$ cat config.mk
export PLATFORM = sky130hd
export DESIGN_NAME = ipv4_dotted_address_parser_unit
export DESIGN_NICKNAME = d
export VERILOG_FILES = /design/src/hw/rtl/ipv4p_pkg.sv /design/src/hw/rtl/ipv4p_front.sv /design/src/hw/rtl/ipv4p_queue.sv /design/src/hw/rtl/ipv4p_back.sv /design/src/hw/rtl/ipv4_dotted_address_parser_unit.sv
export SDC_FILE = /design/constraint.sdc
export NUM_CORES = 1
export LEC_CHECK = 0
export ABC_AREA = 1
export BUFFER_PORTS_ARGS = -buffer_cell sky130_fd_sc_hd__buf_4
export CORE_UTILIZATION = 30
export CTS_CLUSTER_DIAMETER = 200
export DETAILED_ROUTE_END_ITERATION = 7
export PLACE_DENSITY_LB_ADDON = 0.12
export SLEW_MARGIN = 15
export SYNTH_ARGS = -nofsm -noshare
export SYNTH_HDL_FRONTEND = slang
export SYNTH_SLANG_ARGS = --single-unit
$ cat constraint.sdc
create_clock -name clk -period 4.2 [get_ports clk]
set_input_delay 0.21 -clock clk [delete_from_list [all_inputs] [get_ports clk]]
set_output_delay 0.21 -clock clk [all_outputs]
set_load 0.005 [all_outputs]
$ cat src/hw/rtl/ipv4p_pkg.sv
`default_nettype none
// ---------------------------------------------------------------------------
// ipv4p_pkg: shared types and constants of the dotted IPv4 address parser
// Request and result payloads, the character class passed from the front
// end to the parse engine, and the character and range constants.
// ---------------------------------------------------------------------------
package ipv4p_pkg;

    typedef struct packed {
        logic [7:0] ch;
        logic       last_char;
    } in_item_t;

    typedef struct packed {
        logic [31:0] address;
        logic        ok;
    } out_item_t;

    // One character after classification.
    typedef struct packed {
        logic       last;
        logic       is_dec;
        logic       is_oct;
        logic       is_hex;
        logic       is_x;
        logic       is_zero;
        logic       is_dot;
        logic       is_term;
        logic [3:0] digit;
    } char_class_t;

    localparam logic [7:0] CH_NUL   = 8'h00;
    localparam logic [7:0] CH_TAB   = 8'h09;
    localparam logic [7:0] CH_CR    = 8'h0d;
    localparam logic [7:0] CH_SPACE = 8'h20;
    localparam logic [7:0] CH_DOT   = 8'h2e;
    localparam logic [7:0] CH_0     = 8'h30;
    localparam logic [7:0] CH_7     = 8'h37;
    localparam logic [7:0] CH_9     = 8'h39;
    localparam logic [7:0] CH_UC_A  = 8'h41;
    localparam logic [7:0] CH_UC_F  = 8'h46;
    localparam logic [7:0] CH_UC_X  = 8'h58;
    localparam logic [7:0] CH_LC_A  = 8'h61;
    localparam logic [7:0] CH_LC_F  = 8'h66;
    localparam logic [7:0] CH_LC_X  = 8'h78;

    localparam logic [31:0] MAX_LAST24 = 32'h00ff_ffff;
    localparam logic [31:0] MAX_LAST16 = 32'h0000_ffff;
    localparam logic [31:0] MAX_LAST8  = 32'h0000_00ff;

    localparam int QUEUE_DEPTH = 2;
    localparam int QUEUE_PTR_W = 1;
    localparam int QUEUE_CNT_W = 2;

endpackage
`default_nettype wire

$ cat src/hw/rtl/ipv4p_front.sv
`default_nettype none
// ---------------------------------------------------------------------------
// ipv4p_front: character intake and classification
// Takes a character request when the queue has room and tags it with the
// character classes and digit value that the parse engine needs.
// ---------------------------------------------------------------------------
module ipv4p_front (
    input  wire logic                   char_valid,
    output logic                        char_ready,
    input  wire ipv4p_pkg::in_item_t    char_item,
    input  wire logic                   queue_full,
    output logic                        push,
    output ipv4p_pkg::char_class_t      push_item
);

    logic [7:0] c;

    assign c          = char_item.ch;
    assign char_ready = !queue_full;
    assign push       = char_valid && !queue_full;

    always_comb
    begin
        push_item.last    = char_item.last_char;
        push_item.is_dec  = c inside {[ipv4p_pkg::CH_0:ipv4p_pkg::CH_9]};
        push_item.is_oct  = c inside {[ipv4p_pkg::CH_0:ipv4p_pkg::CH_7]};
        push_item.is_hex  = c inside {[ipv4p_pkg::CH_0:ipv4p_pkg::CH_9],
                                      [ipv4p_pkg::CH_UC_A:ipv4p_pkg::CH_UC_F],
                                      [ipv4p_pkg::CH_LC_A:ipv4p_pkg::CH_LC_F]};
        push_item.is_x    = c inside {ipv4p_pkg::CH_UC_X, ipv4p_pkg::CH_LC_X};
        push_item.is_zero = (c == ipv4p_pkg::CH_0);
        push_item.is_dot  = (c == ipv4p_pkg::CH_DOT);
        push_item.is_term = c inside {ipv4p_pkg::CH_NUL, ipv4p_pkg::CH_SPACE,
                                      [ipv4p_pkg::CH_TAB:ipv4p_pkg::CH_CR]};
        // Letters carry their value in the low nibble offset by nine.
        if (push_item.is_dec)
        begin
            push_item.digit = c[3:0];
        end
        else
        begin
            push_item.digit = c[3:0] + 4'd9;
        end
    end

endmodule
`default_nettype wire

$ cat src/hw/rtl/ipv4p_queue.sv
`default_nettype none
// ---------------------------------------------------------------------------
// ipv4p_queue: classified character queue
// A short first-in first-out buffer that lets the front end and the parse
// engine stall independently.
// ---------------------------------------------------------------------------
module ipv4p_queue (
    input  wire logic                        clk,
    input  wire logic                        rst_n,
    input  wire logic                        push,
    input  wire ipv4p_pkg::char_class_t      push_item,
    output logic                             full,
    input  wire logic                        pop,
    output logic                             q_valid,
    output ipv4p_pkg::char_class_t           q_item
);

    ipv4p_pkg::char_class_t                   slot_reg [ipv4p_pkg::QUEUE_DEPTH];
    logic [ipv4p_pkg::QUEUE_PTR_W-1:0]        wr_ptr_reg, wr_ptr_next;
    logic [ipv4p_pkg::QUEUE_PTR_W-1:0]        rd_ptr_reg, rd_ptr_next;
    logic [ipv4p_pkg::QUEUE_CNT_W-1:0]        count_reg, count_next;

    localparam logic [ipv4p_pkg::QUEUE_PTR_W-1:0] LAST_PTR =
        ipv4p_pkg::QUEUE_PTR_W'(ipv4p_pkg::QUEUE_DEPTH - 1);
    localparam logic [ipv4p_pkg::QUEUE_CNT_W-1:0] FULL_COUNT =
        ipv4p_pkg::QUEUE_CNT_W'(ipv4p_pkg::QUEUE_DEPTH);

    assign full    = (count_reg == FULL_COUNT);
    assign q_valid = (count_reg != '0);
    assign q_item  = slot_reg[rd_ptr_reg];

    always_comb
    begin
        wr_ptr_next = wr_ptr_reg;
        rd_ptr_next = rd_ptr_reg;
        count_next  = count_reg;
        if (push)
        begin
            wr_ptr_next = (wr_ptr_reg == LAST_PTR) ? '0 : wr_ptr_reg + 1'b1;
        end
        if (pop)
        begin
            rd_ptr_next = (rd_ptr_reg == LAST_PTR) ? '0 : rd_ptr_reg + 1'b1;
        end
        if (push && !pop)
        begin
            count_next = count_reg + 1'b1;
        end
        else if (pop && !push)
        begin
            count_next = count_reg - 1'b1;
        end
    end

    always_ff @(posedge clk or negedge rst_n)
    begin
        if (!rst_n)
        begin
            wr_ptr_reg <= '0;
            rd_ptr_reg <= '0;
            count_reg  <= '0;
        end
        else
        begin
            wr_ptr_reg <= wr_ptr_next;
            rd_ptr_reg <= rd_ptr_next;
            count_reg  <= count_next;
        end
    end

    always_ff @(posedge clk)
    begin
        if (push)
        begin
            slot_reg[wr_ptr_reg] <= push_item;
        end
    end

    a_count_bounded : assert property (@(posedge clk) disable iff (!rst_n)
        count_reg <= FULL_COUNT)
        else $error("queue count above depth");

    a_no_push_when_full : assert property (@(posedge clk) disable iff (!rst_n)
        full |-> !push)
        else $error("push into a full queue");

    a_pop_needs_entry : assert property (@(posedge clk) disable iff (!rst_n)
        pop |-> q_valid)
        else $error("pop from an empty queue");

endmodule
`default_nettype wire

$ cat src/hw/rtl/ipv4p_back.sv
`default_nettype none
// ---------------------------------------------------------------------------
// ipv4p_back: parse engine and result register
// Runs the dotted-address state machine on one classified character per
// cycle while no result stalls, collects the parts and places a decided
// result in the output register.
// ---------------------------------------------------------------------------
module ipv4p_back (
    input  wire logic                        clk,
    input  wire logic                        rst_n,
    input  wire logic                        q_valid,
    input  wire ipv4p_pkg::char_class_t      q_item,
    output logic                             pop,
    output logic                             res_valid,
    input  wire logic                        res_ready,
    output ipv4p_pkg::out_item_t             res_item
);

    typedef enum logic [3:0] {
        PH_START  = 4'b0001,
        PH_ZERO   = 4'b0010,
        PH_DIGITS = 4'b0100,
        PH_DONE   = 4'b1000
    } phase_t;

    typedef enum logic [1:0] {
        RX_DEC = 2'd0,
        RX_OCT = 2'd1,
        RX_HEX = 2'd2
    } radix_t;

    phase_t                 phase_reg, phase_next;
    radix_t                 radix_reg, radix_next;
    logic [31:0]            accum_reg, accum_next;
    logic [1:0]             cnt_reg, cnt_next;
    logic                   big_reg, big_next;
    logic [7:0]             part_reg [3];
    logic                   part_we;
    logic                   res_valid_reg, res_valid_next;
    ipv4p_pkg::out_item_t   res_item_reg, res_item_next;

    logic                   decide;
    logic                   run_digits;
    radix_t                 eff_radix;
    logic [31:0]            eff_accum;
    logic [31:0]            times_ten;
    ipv4p_pkg::out_item_t   res_out;

    // Combine the collected parts; big flags an earlier part above one byte.
    function automatic ipv4p_pkg::out_item_t assemble(
        input logic [31:0] a,
        input logic [1:0]  cnt,
        input logic [7:0]  p0,
        input logic [7:0]  p1,
        input logic [7:0]  p2,
        input logic        big
    );
        ipv4p_pkg::out_item_t r;
        logic                 fits;
        case (cnt)
            2'd0:
            begin
                fits      = 1'b1;
                r.address = a;
            end
            2'd1:
            begin
                fits      = (a <= ipv4p_pkg::MAX_LAST24);
                r.address = {p0, a[23:0]};
            end
            2'd2:
            begin
                fits      = (a <= ipv4p_pkg::MAX_LAST16);
                r.address = {p0, p1, a[15:0]};
            end
            default:
            begin
                fits      = (a <= ipv4p_pkg::MAX_LAST8);
                r.address = {p0, p1, p2, a[7:0]};
            end
        endcase
        r.ok = fits && !big;
        if (!r.ok)
        begin
            r.address = '0;
        end
        return r;
    endfunction

    assign pop       = q_valid && (!res_valid_reg || res_ready);
    assign res_valid = res_valid_reg;
    assign res_item  = res_item_reg;
    assign times_ten = {eff_accum[28:0], 3'b000} + {eff_accum[30:0], 1'b0};

    always_comb
    begin
        phase_next = phase_reg;
        radix_next = radix_reg;
        accum_next = accum_reg;
        cnt_next   = cnt_reg;
        big_next   = big_reg;
        part_we    = 1'b0;
        decide     = 1'b0;
        run_digits = 1'b0;
        eff_radix  = radix_reg;
        eff_accum  = accum_reg;
        res_out    = '0;

        case (phase_reg)
            PH_START:
            begin
                radix_next = RX_DEC;
                if (!q_item.is_dec)
                begin
                    decide     = 1'b1;
                    phase_next = PH_DONE;
                end
                else if (q_item.is_zero)
                begin
                    accum_next = '0;
                    phase_next = PH_ZERO;
                end
                else
                begin
                    accum_next = {28'd0, q_item.digit};
                    phase_next = PH_DIGITS;
                end
            end
            PH_ZERO:
            begin
                phase_next = PH_DIGITS;
                if (q_item.is_x)
                begin
                    radix_next = RX_HEX;
                end
                else
                begin
                    radix_next = RX_OCT;
                    run_digits = 1'b1;
                    eff_radix  = RX_OCT;
                    eff_accum  = '0;
                end
            end
            PH_DIGITS:
            begin
                run_digits = 1'b1;
            end
            PH_DONE:
            begin
            end
            default:
            begin
            end
        endcase

        if (run_digits)
        begin
            if (eff_radix == RX_HEX && q_item.is_hex)
            begin
                accum_next = {eff_accum[27:0], q_item.digit};
            end
            else if (eff_radix == RX_OCT && q_item.is_oct)
            begin
                accum_next = {eff_accum[28:0], q_item.digit[2:0]};
            end
            else if (eff_radix == RX_DEC && q_item.is_dec)
            begin
                accum_next = times_ten + {28'd0, q_item.digit};
            end
            else if (q_item.is_dot)
            begin
                if (cnt_reg == 2'd3)
                begin
                    decide     = 1'b1;
                    phase_next = PH_DONE;
                end
                else
                begin
                    part_we    = 1'b1;
                    cnt_next   = cnt_reg + 2'd1;
                    big_next   = big_reg || (|eff_accum[31:8]);
                    phase_next = PH_START;
                end
            end
            else
            begin
                // Anything else ends the number; only a terminator can pass.
                decide     = 1'b1;
                phase_next = PH_DONE;
                if (q_item.is_term)
                begin
                    res_out = assemble(eff_accum, cnt_reg, part_reg[0], part_reg[1],
                                       part_reg[2], big_reg);
                end
            end
        end

        // The end of the string acts as a terminator if nothing has decided.
        if (q_item.last && !decide && phase_reg != PH_DONE)
        begin
            decide = 1'b1;
            if (phase_next != PH_START)
            begin
                res_out = assemble(accum_next, cnt_next, part_reg[0], part_reg[1],
                                   part_reg[2], big_next);
            end
        end

        if (q_item.last)
        begin
            phase_next = PH_START;
            radix_next = RX_DEC;
            cnt_next   = '0;
            big_next   = 1'b0;
        end
    end

    always_comb
    begin
        res_valid_next = res_valid_reg;
        res_item_next  = res_item_reg;
        if (pop && decide)
        begin
            res_valid_next = 1'b1;
            res_item_next  = res_out;
        end
        else if (res_ready)
        begin
            res_valid_next = 1'b0;
        end
    end

    always_ff @(posedge clk or negedge rst_n)
    begin
        if (!rst_n)
        begin
            phase_reg     <= PH_START;
            radix_reg     <= RX_DEC;
            cnt_reg       <= '0;
            big_reg       <= 1'b0;
            res_valid_reg <= 1'b0;
        end
        else
        begin
            if (pop)
            begin
                phase_reg <= phase_next;
                radix_reg <= radix_next;
                cnt_reg   <= cnt_next;
                big_reg   <= big_next;
            end
            res_valid_reg <= res_valid_next;
        end
    end

    always_ff @(posedge clk)
    begin
        if (pop)
        begin
            accum_reg <= accum_next;
        end
        if (pop && part_we)
        begin
            part_reg[cnt_reg] <= eff_accum[7:0];
        end
        res_item_reg <= res_item_next;
    end

    a_fail_is_zero : assert property (@(posedge clk) disable iff (!rst_n)
        res_valid_reg && !res_item_reg.ok |-> res_item_reg.address == '0)
        else $error("failed parse with nonzero address");

    a_big_needs_part : assert property (@(posedge clk) disable iff (!rst_n)
        cnt_reg == 2'd0 |-> !big_reg)
        else $error("oversize part flag without a stored part");

    a_last_rearms : assert property (@(posedge clk) disable iff (!rst_n)
        pop && q_item.last |=> phase_reg == PH_START && cnt_reg == 2'd0)
        else $error("parser not rearmed after end of string");

endmodule
`default_nettype wire

$ cat src/hw/rtl/ipv4_dotted_address_parser_unit.sv
`default_nettype none
// ---------------------------------------------------------------------------
// ipv4_dotted_address_parser_unit: dotted IPv4 address parser
// Parses a character stream as a classic dotted address (decimal, octal or
// hex parts, one to four parts) and gives one result per string.
//
//   channel  direction  payload      accepted when
//   char     in         in_item_t    char_valid && char_ready
//   addr     out        out_item_t   addr_valid && addr_ready
//
// One character is taken per cycle while the queue has room; the engine
// handles one queued character per cycle unless the result stalls, so
// the sustained rate is one character per cycle. A deciding character's
// result is registered after it leaves the queue. Reset clears the queue,
// the parse state and the result valid flag at once. A stalled result
// holds the engine; the two-entry queue then fills and char_ready drops.
// ---------------------------------------------------------------------------
module ipv4_dotted_address_parser_unit (
    input  wire logic                    clk,
    input  wire logic                    rst_n,
    input  wire logic                    char_valid,
    output logic                         char_ready,
    input  wire ipv4p_pkg::in_item_t     char_item,
    output logic                         addr_valid,
    input  wire logic                    addr_ready,
    output ipv4p_pkg::out_item_t         addr_result
);

    logic                    queue_full;
    logic                    push;
    ipv4p_pkg::char_class_t  push_item;
    logic                    pop;
    logic                    q_valid;
    ipv4p_pkg::char_class_t  q_item;

    ipv4p_front u_front (
        .char_valid (char_valid),
        .char_ready (char_ready),
        .char_item  (char_item),
        .queue_full (queue_full),
        .push       (push),
        .push_item  (push_item)
    );

    ipv4p_queue u_queue (
        .clk       (clk),
        .rst_n     (rst_n),
        .push      (push),
        .push_item (push_item),
        .full      (queue_full),
        .pop       (pop),
        .q_valid   (q_valid),
        .q_item    (q_item)
    );

    ipv4p_back u_back (
        .clk       (clk),
        .rst_n     (rst_n),
        .q_valid   (q_valid),
        .q_item    (q_item),
        .pop       (pop),
        .res_valid (addr_valid),
        .res_ready (addr_ready),
        .res_item  (addr_result)
    );

endmodule
`default_nettype wire
# Word-level counts from Yosys, hierarchy flattened
# Memory sizes are Yosys's and may differ from the RTL's.
# Index checks and enable logic that the tools add are counted.
# totals
ram_bits	48
mem_count	2
ff_bits	79
word_cells	182
# classes
muxes	88
reduce_logical	40
n_eq_ne	18
n_lt_le_gt_ge	15
addsub	8
# memory_table
memory	depth	word_bits	read_ports	rd_clocked_by_memory_dff	wr	line_no	rtl
u_back.part_reg	3	8	3	0	1	ipv4p_back.sv:37	logic [7:0] part_reg [3];
u_queue.slot_reg	2	12	1	0	1	ipv4p_queue.sv:18	ipv4p_pkg::char_class_t slot_reg [ipv4p_pkg::QUEUE_DEPTH];
# ops
operator	count
$mux 32	10
$mux 33	8
$pmux 32 s3	2
$le 32x16->1 const B	2
$le 32x24->1 const B	2
$le 32x8->1 const B	2
$mux 4	10
$mux 1	39
$add 32x32->32	1
$add 32x4->32	1
$mux 2	13
$eq 8x6->1 const B	3
$reduce_or 24->1	1
$logic_and 1x1->1	18
$eq 8x7->1 const B	2
$ge 8x7->1 const B	2
$le 8x6->1 const B	2
$le 8x7->1 const B	2
$eq 2x2->1 const B	5
$reduce_bool 3->1	3
$ge 8x4->1 const B	1
$ge 8x6->1 const B	1
$le 8x4->1 const B	1
$logic_not 8->1	1
other kinds (20)	37

# Longest topological paths before layout
# An unclocked memory read counts as a cell.
# logic_depth
depth_word	21
mapped_depth	32
depth_no_buf	30

# By module
# A second synthesis with hierarchy kept.
# hier_totals
cells_unflattened	1536
area_unflattened_um2	10670.2
# by_module_without_submodules
module	area_per_inst_um2	instances	seq_area_each_um2	cells_each
ipv4p_back	9195.1	1	2924.1	1407
ipv4p_queue	1107.3	1	820.8	62
ipv4p_front	367.9	1	0.0	67

# Worst setup path before layout
# OpenSTA, ideal clock, no wires.
# synth_path
path_kind	flip-flop to flip-flop
from	register u_back.phase_reg[0]
to	register u_back.res_item_reg (netlist bit u_back.res_item[17]) (data pin)
t_required_ns	3.943
stages_incl_launch_ff	31
arrival_time_ns	3.847
setup_slack_ns	0.096
path_cell_list	dfstp_2 > inv_2 > nand2_2 > nor2_4 > nand2_8 > clkinv_2 > buf_2 > nor2_1 > fa_1 > fa_1 > nand3_1 > nand3_1 > nand2_1 > nand2_1 > nand2_1 > nand2_1 > nand2_1 > nand3_1 > nand3_1 > nand2_1 > nand2_1 > nand2_1 > nand2_1 > nor2_1 > nand2_1 > nand2_1 > nand4_1 > nand2_2 > buf_6 > nand4_1 > nand2_1
# synth_lines
item	line_no	rtl
start: declaration	ipv4p_back.sv:32	phase_t phase_reg, phase_next;
start signal: assignment	ipv4p_back.sv:247	phase_reg <= phase_next;
end signal: assignment	ipv4p_back.sv:266	res_item_reg <= res_item_next;
end: declaration	ipv4p_back.sv:40	ipv4p_pkg::out_item_t res_item_reg, res_item_next;

==> summary.txt <==
Total wirelength of the detailed-routed design -> 37460 µm
# H-tree levels -> 4
Gate count of the mapped netlist -> 1388
Number of clock sinks -> 127
PortBufs -> 47
GRT Util Overall -> 22.26%
First-pass GRT wire length -> 57450 µm
Most used standard cells in the synthesized netlist -> nand2_1 (386), inv_1 (192), nor2_1 (127)
Finished Cell Area -> 0.01413 mm²
Adder-cell area share of the yosys netlist -> 8.321%
Category of the worst setup path capture point -> flip-flop
Clock Tree Root -> clkbuf_16
Area occupied by registers -> 0.003745 mm²
Starting density of the core -> 30.74%
Top_reg_cell synth -> edfxtp_1
Fraction of layout instances using a drive strength above 1 -> 31.21%
Min Clock Period, post-route -> 4.148 ns
Vias after detailed routing -> 10254
First-pass iteration count of the detailed router -> 5
Area share of the largest cell type after synthesis -> 33.58%
Minimum setup slack among reg-to-reg paths -> 0.05 ns
Fin Clk Skew -> 0.008605 ns
Insertion delay to the later sink of the worst-skew pair -> 0.42 ns
Cell row count -> 66
Crit path from -> u_back.phase_reg[0]
Post-synthesis simple-gate area fraction -> 28.85%
Most numerous cell in the Yosys netlist -> nand2_1
Number of distinct library cells after synthesis -> 56
Mapped Area -> 0.01010 mm²
WHS Endpoint -> u_queue.slot_reg[0][6]
Min setup slack post-route -> 0.05165 ns
Post-synthesis average cell area -> 7.280 µm²
Multiplexer area fraction after synthesis -> 0.09906%
Crit start category -> flip-flop
Number of enable-type register cells in the synthesized netlist -> 113
Worst endpoint required time -> 4.48 ns
Result of the run -> finished clean
Detailed-route DRC error count -> 0
Hold path startpoint -> char_item[2]
Worst path arrival time -> 4.43 ns
Drt via density -> 5.009
Width of the chip -> 185.5 µm
Slew @ Worst Pin -> 1.126 ns
Startpoint of the most critical register-to-register path -> u_back.phase_reg[0]
Fill count -> 3411
Critical path class -> reg2reg
Largest cells by area after synthesis -> edfxtp_1 (34%), nand2_1 (14%), ha_1 (7.9%), inv_1 (7.1%), o21ai_0 (4.9%)
Number of warnings issued by yosys -> 0
Worst-path fanout max -> 8
Final setup viols -> 0
Maximum buffer depth of the clock tree -> 2
Area of the die -> 0.03442 mm²
Largest net degree at the start of global routing -> 40
Tightest Hold Check Type -> in2reg
Routed len/inst -> 18.30 µm
I/O pin cnt -> 48
Half-perimeter wire length of the detailed placement result -> 27360 µm
Area used by multi-input combinational logic -> 0.006609 mm²
Pins Over Slew Limit -> 0
Async set-or-reset flop fraction in the synthesized netlist -> 11.02%
Clock tree from TritonCTS -> built
Via count of the first global-routing pass -> 10244
Biggest area consumer among synthesized cells -> edfxtp_1
Number of inserted diodes -> 0
Setup repair after global routing missed its margin -> yes
Final estimated routing congestion in global placement -> 0.9164
Combinational family with the most area after synthesis -> simple AND/OR/NAND/NOR gates
Post-Synth XOR/XNOR Area -> 0.9534%
Core ar. -> 0.03287 mm²
Placement Cell Area -> 0.01197 mm²
Post-synthesis sequential element count -> 127
Number of antenna violations at the first check in global routing -> 0
Area growth syn-to-layout -> 39.81%
Net count, final -> 1672
Die Span Y -> 185.5 µm
Total CTS buffers -> 17
Worst-case reg-to-reg path depth -> 27
Number of cells on the worst hold path -> 2
MaxCap Viol Count -> 0
Total congestion overflow after global routing -> 0
Worst rel slew slack -> 24.64%
Largest register FFs -> 33
Sum Neg Setup Slack -> 0 ns
Number of violations reported at the end of detailed-routing iteration 0 -> 887
Fraction of the yosys area taken by sequential cells -> 37.06%
Count of antenna-violating nets left after detailed routing -> 0
Crit Reg-Reg Endpoint -> u_back.res_item[16]
Synthesized netlist net count -> 1467
Clock-pin slew of the registers on the worst-case setup and hold paths -> 0.05 ns
Highest clock rate -> 241.1 MHz
Fraction of the cycle the final worst path needs -> 98.77%
Area fraction in compound gates after synthesis -> 14.44%
Final Hold Violating Endpoints -> 0
DP Worst Slack -> -0.5340 ns
-- what timing repair did --
action | 4_1_cts | 5_1_grt
buffers inserted | 18 | 9
setup endpoints to repair | 33 | 33
hold buffers | 3 | 0
pin swaps | 42 | 59
resized for setup | 190 | 88
endpoints found under the hold margin | 17 | 0
gates cloned | 6 | 1
-- routing by layer --
layer	share of wire [%]	up-vias	routed length [µm]	track usage, %
met5	0	-	0	0
met4	2.7	0	1013	7.306
met3	4.8	65	1795	2.915
met2	49	304	18320	39.06
met1	44	4812	16330	28.02
li1	-	5073	-	-
-- stage by stage --
step / cells / hold WS, ns / util (%)
5_1_grt: 2047 / 0.1529 / 42.98
3_3_place_gp: 1984 / 0.09100 / 36.41
2_1_floorplan: 1388 / -0.08559 / -
3_5_place_dp: 1984 / 0.09111 / 36.41
6_report: 2047 / 0.1557 / 42.98
4_1_cts: 2042 / 0.1493 / 42.09
-- logic make-up (layout without fill, tap and decap cells) --
kind of cell               count (synthesis)  count (layout)
AOI/OAI and AO/OA                        255             255
and+or+nand+nor                          675             675
buffers and inverters                    253             470
adders and majority gates                 66              66
DFF                                      127             127
muxes                                      1               1
xor gates and xnor gates                  11              11
-- how the worst max path moves through the flow --
stage	endpoint	slack [ns]
after floorplan	u_back.res_item[17]	0.1
after global placement	u_back.res_item[26]	-0.61
after detailed placement	u_back.res_item[2]	-0.53
after CTS	u_back.res_item[17]	0.0005
after global routing	u_back.res_item[28]	-0.18
final	u_back.res_item[16]	0.05
-- cell type report --
| cell class | instances | share of cell area (%) |
|---|---|---|
| clock buffer | 20 | 3.091 |
| clock inverter | 11 | 0.5314 |
| inverter | 204 | 5.509 |
| multi-input combinational | 1008 | 46.78 |
| sequential | 127 | 26.51 |
| tap | 442 | 3.915 |
| timing repair buffer | 235 | 13.67 |
-- cells in the final DEF, fill, tap and decap left out, types with 6 or more instances in the layout --
master and n:
buf_12 6, or2_2 6, clkinv_1 8, a21oi_1 57, a21oi_2 15, nand3_2 18
o21ai_0 92, ha_4 39, inv_2 17, nand2_2 59, nor3_1 11, o211ai_1 23
a22oi_1 7, a21oi_4 6, nand2_1 324, o22ai_1 10, clkbuf_16 18, nand3_4 6
nor2_4 25, inv_1 184, dfrtp_1 13, edfxtp_1 113, nand3_1 46, nor2_2 18
nand4_1 45, nand2_4 14, xor2_1 6, o21ai_1 9, ha_1 23, a31oi_1 16
buf_4 217, nor2_1 85
-- worst max-delay path, stage by stage, from the launching register on --
cell and delay, ns:
dfstp_2 0.54, inv_2 0.04, nand2_2 0.08, nor2_4 0.05, nand2_8 0.08, clkinv_8 0.09, buf_12 0.15, buf_12 0.14
nor2_4 0.15, ha_1 0.29, ha_4 0.31, nand2_2 0.08, inv_2 0.08, nand2_4 0.07, nor3_4 0.26, nand3_4 0.14
nand3_2 0.09, nand3_2 0.10, nand2_1 0.08, nand2_1 0.06, a21boi_2 0.18, nand3_2 0.12, nor2_4 0.12, nand4_1 0.15
nand2_4 0.18, clkbuf_16 0.20, nand4_1 0.07, nand2_1 0.09
Power is not shown: default switching activity piles up to over one toggle a cycle in this logic, so the estimate is an artifact.
